[config.mk]
export PLATFORM = sky130hd
export DESIGN_NAME = swms_ctrl
export DESIGN_NICKNAME = d
export VERILOG_FILES = /design/src/rtl/core/swms_pkg.sv /design/src/rtl/core/swms_ctrl.sv
export SDC_FILE = /design/constraint.sdc
export NUM_CORES = 1
export LEC_CHECK = 0
export BUFFER_PORTS_ARGS = -buffer_cell sky130_fd_sc_hd__buf_2
export CAP_MARGIN = 15
export CORE_AREA = 5 5 42 44
export DETAILED_ROUTE_END_ITERATION = 7
export DIE_AREA = 0 0 47 49
export SYNTH_ARGS = -nofsm -noshare
export SYNTH_HDL_FRONTEND = slang
export SYNTH_SLANG_ARGS = --single-unit
[constraint.sdc]
create_clock -name i_clk -period 1.8 [get_ports i_clk]
set_input_delay 0.09 -clock i_clk [delete_from_list [all_inputs] [get_ports i_clk]]
set_output_delay 0.09 -clock i_clk [all_outputs]
set_load 0.05 [all_outputs]
[src/rtl/core/swms_pkg.sv]
// ----------------------------------------------------------------------------
// Sliding window mean and standard deviation package
// Shared constants, command and status structures, and the controller states.
// ----------------------------------------------------------------------------
package swms_pkg;

    localparam int DEF_MAX_WINDOW  = 1024;
    localparam int DEF_SAMPLE_BITS = 16;
    localparam int CFG_W           = 11;
    localparam int OUT_W           = 24;
    localparam int LEN_RESET       = 64;
    localparam int LEN_MIN         = 2;
    localparam int FRAC_BITS       = 8;
    localparam int SQRT_FRAC_BITS  = 16;

    typedef enum logic [3:0] {
        ST_IDLE,
        ST_READ,
        ST_SQUARE,
        ST_UPDATE,
        ST_PRODUCT,
        ST_PREP,
        ST_ITER,
        ST_DIV2,
        ST_DIV2_RUN,
        ST_FINISH
    } t_state;

    typedef struct packed {
        logic in_ready;
        logic read;
        logic square;
        logic update;
        logic product;
        logic prep;
        logic iter;
        logic div2_start;
        logic div2_step;
        logic out_load;
    } t_cmd;

    typedef struct packed {
        logic emit;
        logic iter_done;
        logic div_done;
        logic out_free;
    } t_status;

endpackage

[src/rtl/core/swms_ctrl.sv]
// ----------------------------------------------------------------------------
// Sliding window controller
// Sequences the update, product, root and division steps of one sample.
// ----------------------------------------------------------------------------
module swms_ctrl (
    input  logic              i_clk,
    input  logic              i_rst_n,
    input  logic              i_in_valid,
    input  swms_pkg::t_status i_status,
    output swms_pkg::t_cmd    o_cmd
);
    import swms_pkg::*;

    t_state r_state;
    t_state n_state;

    always_ff @(posedge i_clk) begin
        if (!i_rst_n) begin
            r_state <= ST_IDLE;
        end else begin
            r_state <= n_state;
        end
    end

    always_comb begin
        n_state = r_state;
        o_cmd   = '0;
        case (r_state)
            ST_IDLE: begin
                o_cmd.in_ready = 1'b1;
                if (i_in_valid) n_state = ST_READ;
            end
            ST_READ: begin
                o_cmd.read = 1'b1;
                n_state    = ST_SQUARE;
            end
            ST_SQUARE: begin
                o_cmd.square = 1'b1;
                n_state      = ST_UPDATE;
            end
            ST_UPDATE: begin
                o_cmd.update = 1'b1;
                n_state      = i_status.emit ? ST_PRODUCT : ST_IDLE;
            end
            ST_PRODUCT: begin
                o_cmd.product = 1'b1;
                n_state       = ST_PREP;
            end
            ST_PREP: begin
                o_cmd.prep = 1'b1;
                n_state    = ST_ITER;
            end
            ST_ITER: begin
                o_cmd.iter = 1'b1;
                if (i_status.iter_done) n_state = ST_DIV2;
            end
            ST_DIV2: begin
                o_cmd.div2_start = 1'b1;
                n_state          = ST_DIV2_RUN;
            end
            ST_DIV2_RUN: begin
                o_cmd.div2_step = 1'b1;
                if (i_status.div_done) n_state = ST_FINISH;
            end
            ST_FINISH: begin
                if (i_status.out_free) begin
                    o_cmd.out_load = 1'b1;
                    n_state        = ST_IDLE;
                end
            end
            default: begin
                n_state = ST_IDLE;
            end
        endcase
    end
endmodule

# Yosys cells after proc, flatten, opt, wreduce, memory -nomap -nowiden
# Index checks and enable logic that the tools add are counted.
# op_classes
n_eq_ne,13
mux,17
n_reduce_logical,2
# op_table
cell,count
$pmux W4 S10,1
$eq A4 B3 Y1 const B,4
$mux W4,4
$mux W1,11
$eq A4 B2 Y1 const B,2
$eq A4 B4 Y1 const B,2
$ne A2 B2 Y1 const B,4
$eq A4 B1 Y1 const B,1
$logic_not A4 Y1,1
$reduce_and A4 Y1,1
$mux W3,1
# totals
reg_bits,4
out_inout_bits,10
word_cells,33

# Logic depth before layout (Yosys ltp)
# depth
word_depth,3
depth_mapped,4

# Least setup slack after synthesis
# OpenSTA, ideal clock, no wires.
# synth_timing
path_type,flip-flop to output port
start,register r_state[1]
end,output port o_cmd[9] (netlist name)
arrival_ns,2.026
required_ns,1.710
path_slack_ns,-0.316
path_stages_with_launch,3
cell_sequence,dfxtp_1 buf_4 nor4_1
# synth_rtl
item,line,source
from (decl),swms_ctrl.sv:14,t_state r_state;
from (signal assigned),swms_ctrl.sv:21,r_state <= n_state;
to (decl),swms_ctrl.sv:10,output swms_pkg::t_cmd o_cmd

==> out/summary.txt <==
status -> finished, final reports clean
setup TNS -> 0 ns
Top reg by flops -> r_state
CTS max path bufs -> 2
hold_sp -> i_rst_n
number of global-route vias before repair -> 322
dpl ws -> 0.517 ns
crit path buf inv count -> 1
Yosys top cell area share -> 25.4%
Port Buffers -> 16
met2 wire len -> 424 µm
Synth Area in Compound Gates -> 13.1%
Max Cap Viol -> 0
top flop regs -> r_state x4
commonest cells after routing, fill and taps aside -> buf_2, nor3_1, nand2_1
CTS Hold Buffers Added -> 0
CTS sink cnt -> 4
Final Non-Filler Cells -> 73
drc violations -> 0
synthesis-stage register bit count -> 4
Layout fillers -> 170
post-route ant nets -> 0
final RePlAce weighted congestion -> 0.678
WL/cell -> 11.8 µm
Post-CTS Setup Bufs -> 0
wl on met1 -> 341 µm
Total GRT Usage -> 9.01%
final core occ -> 29.6%
H-tree levels -> 1
Synth Instances -> 42
count of nets after finishing -> 66
critical path fanouts, max -> 12
commonest non-fill, non-tap cell in the layout -> buf_2
post-CTS sizing -> 0
setup violators final -> 0
largest area contributor in the netlist -> dfxtp_1
Critical Path AT -> 1.42 ns
area of the multi-input gates -> 201 µm²
routed via count -> 340
RR Endpoint -> r_state[3]
cell area after layout -> 415 µm²
mux contribution to synthesized area -> 4.76%
Worst setup EP type -> primary output
slack of the critical path -> 0.289 ns
Slew @ Worst Pin -> 0.486 ns
highest routed layer -> met4
Mapped Nets -> 49
leakage power -> 0.186 nW
Avg Vias per Cell -> 4.66
core region area -> 0.00140 mm²
Iteration-0 DRC Markers -> 6
Post-Syn Area per Cell -> 7.51 µm²
max FFs per register -> 4
Max-slew headroom -> 67.5%
CTS tree -> yes
largest family of logic cells by synthesized area -> simple AND/OR/NAND/NOR gates
Detailed Place HPWL -> 662 µm
simple-gate share of the synthesized area -> 41.3%
reg-to-reg setup timing slack -> 0.58 ns
Final Slew Violations -> 0
DRT Wirelength -> 861 µm
clk_lat worst skew -> 0.23 ns
area delta synth->final -> 31.7%
share of post-route cells with drive strength above 1 -> 40.4%
Critical Path RT -> 1.71 ns
placed cell area -> 393 µm²
post-synthesis cell type count -> 21
Peak VDD IR -> 0.000201 V
DIE WIDTH -> 47 µm
WHS -> 0.130 ns
global-route wire length before repair -> 1500 µm
drt first pass iters -> 2
total grt overflow -> 0
WHS Endpoint -> r_state[3]
critical path cell sequence -> nand2b_1 > nor3_1 > buf_2
worst reg2reg path startpoint -> r_state[1]
WL met3 -> 75 µm
CP Launch Type -> flop
antenna violations before repair -> 0
xor and xnor fraction of the mapped netlist area -> 2.78%
Mapped Area -> 315 µm²
Pwr Total -> 0.353 mW
IO Pins -> 17
Final Hold Vio Count -> 0
CP Class -> reg2out
largest net degree at the start of global routing -> 13
sequential fraction of the synthesis area -> 25.4%
DIE AREA -> 0.00230 mm²
adder-cell share of the synthesized area -> 0%
Final min period -> 1.51 ns
CTS clk-pin slew, worst paths -> 0.04 ns
Num CTS Buffers -> 3
Die Y -> 49 µm
top cells by area, synth -> dfxtp_1, nor3_1, nand2_1
placed insts -> 70
Worst Skew -> 0.00106 ns
yosys warns -> 0
PD cells -> 850 mW/mm²
Final period util -> 84.0%
maximum clock frequency -> 0.662 GHz
Ant. Diodes -> 0
Slowest cell on crit path -> dfxtp_1
min-delay worst type -> in2reg
Crit path largest cell delay -> 0.45 ns
delay-heaviest family, CP -> simple AND/OR/NAND/NOR gates
cell count of the worst reg-to-reg path -> 3
worst hold path stage count -> 2
Initial Util -> 22.5%
register area -> 80.1 µm²
row count -> 14
root buf cell -> clkbuf_4
unrepaired setup endpoints after global routing -> false
[worst max-delay path by stage]
| stage | end | from | cells past startpoint | slack (ns) |
|---|---|---|---|---|
| 2_1_floorplan | o_cmd[5] | r_state[0] | 4 | 0.07 |
| 3_3_place_gp | o_cmd[0] | r_state[1] | 3 | 0.51 |
| 3_5_place_dp | o_cmd[0] | r_state[1] | 3 | 0.52 |
| 4_1_cts | o_cmd[0] | r_state[1] | 3 | 0.27 |
| 5_1_grt | o_cmd[2] | r_state[1] | 3 | 0.14 |
| 6_report | o_cmd[0] | r_state[1] | 3 | 0.29 |
[per-layer routing]
layer | vias up | GRT usage [%]
li1 | 175 | -
met1 | 152 | 10.5
met2 | 11 | 12.9
met3 | 2 | 4.06
met4 | 0 | 5.53
met5 | - | 0
[synthesized netlist by cell type (all sizes together)]
cell	number
a211oi	1
a21oi	1
buf	4
dfxtp	4
inv	3
mux2	1
nand2	5
nand2b	4
nand4b	1
nor2	4
nor3	6
nor4	3
o2111ai	1
o21a	1
o21ai	1
o21bai	1
xnor2	1
[cell families after synthesis]
group	Yosys count
xor+xnor	1
buf+inv	7
simple gates	23
compound gates	6
flops	4
mux	1
[power by group]
part | total [mW] | internal, mW | switching (mW) | leakage (nW)
Combinational | 0.119 | 0.0384 | 0.0808 | 0.140
Clock | 0.110 | 0.0745 | 0.0356 | 0.0138
Sequential | 0.124 | 0.0968 | 0.0270 | 0.0327
Total | 0.353 | 0.210 | 0.143 | 0.186
[cell type report]
cell class              instances  share of cell area [%]
well taps                      16                    4.82
repair buffers                 16                    19.3
flip-flops and latches          4                    19.3
multi-input cells              31                    48.5
clock buffers                   3                    5.42
inverters                       3                    2.71
[worst register-to-register path, delay by kind of cell, from the launching register on]
family / cells / cell delay, ns
AOI/OAI and AO/OA: 2 / 0.25
DFF: 1 / 0.61
and+or+nand+nor: 1 / 0.24
Note: power is estimated with default switching activity, not from simulation.
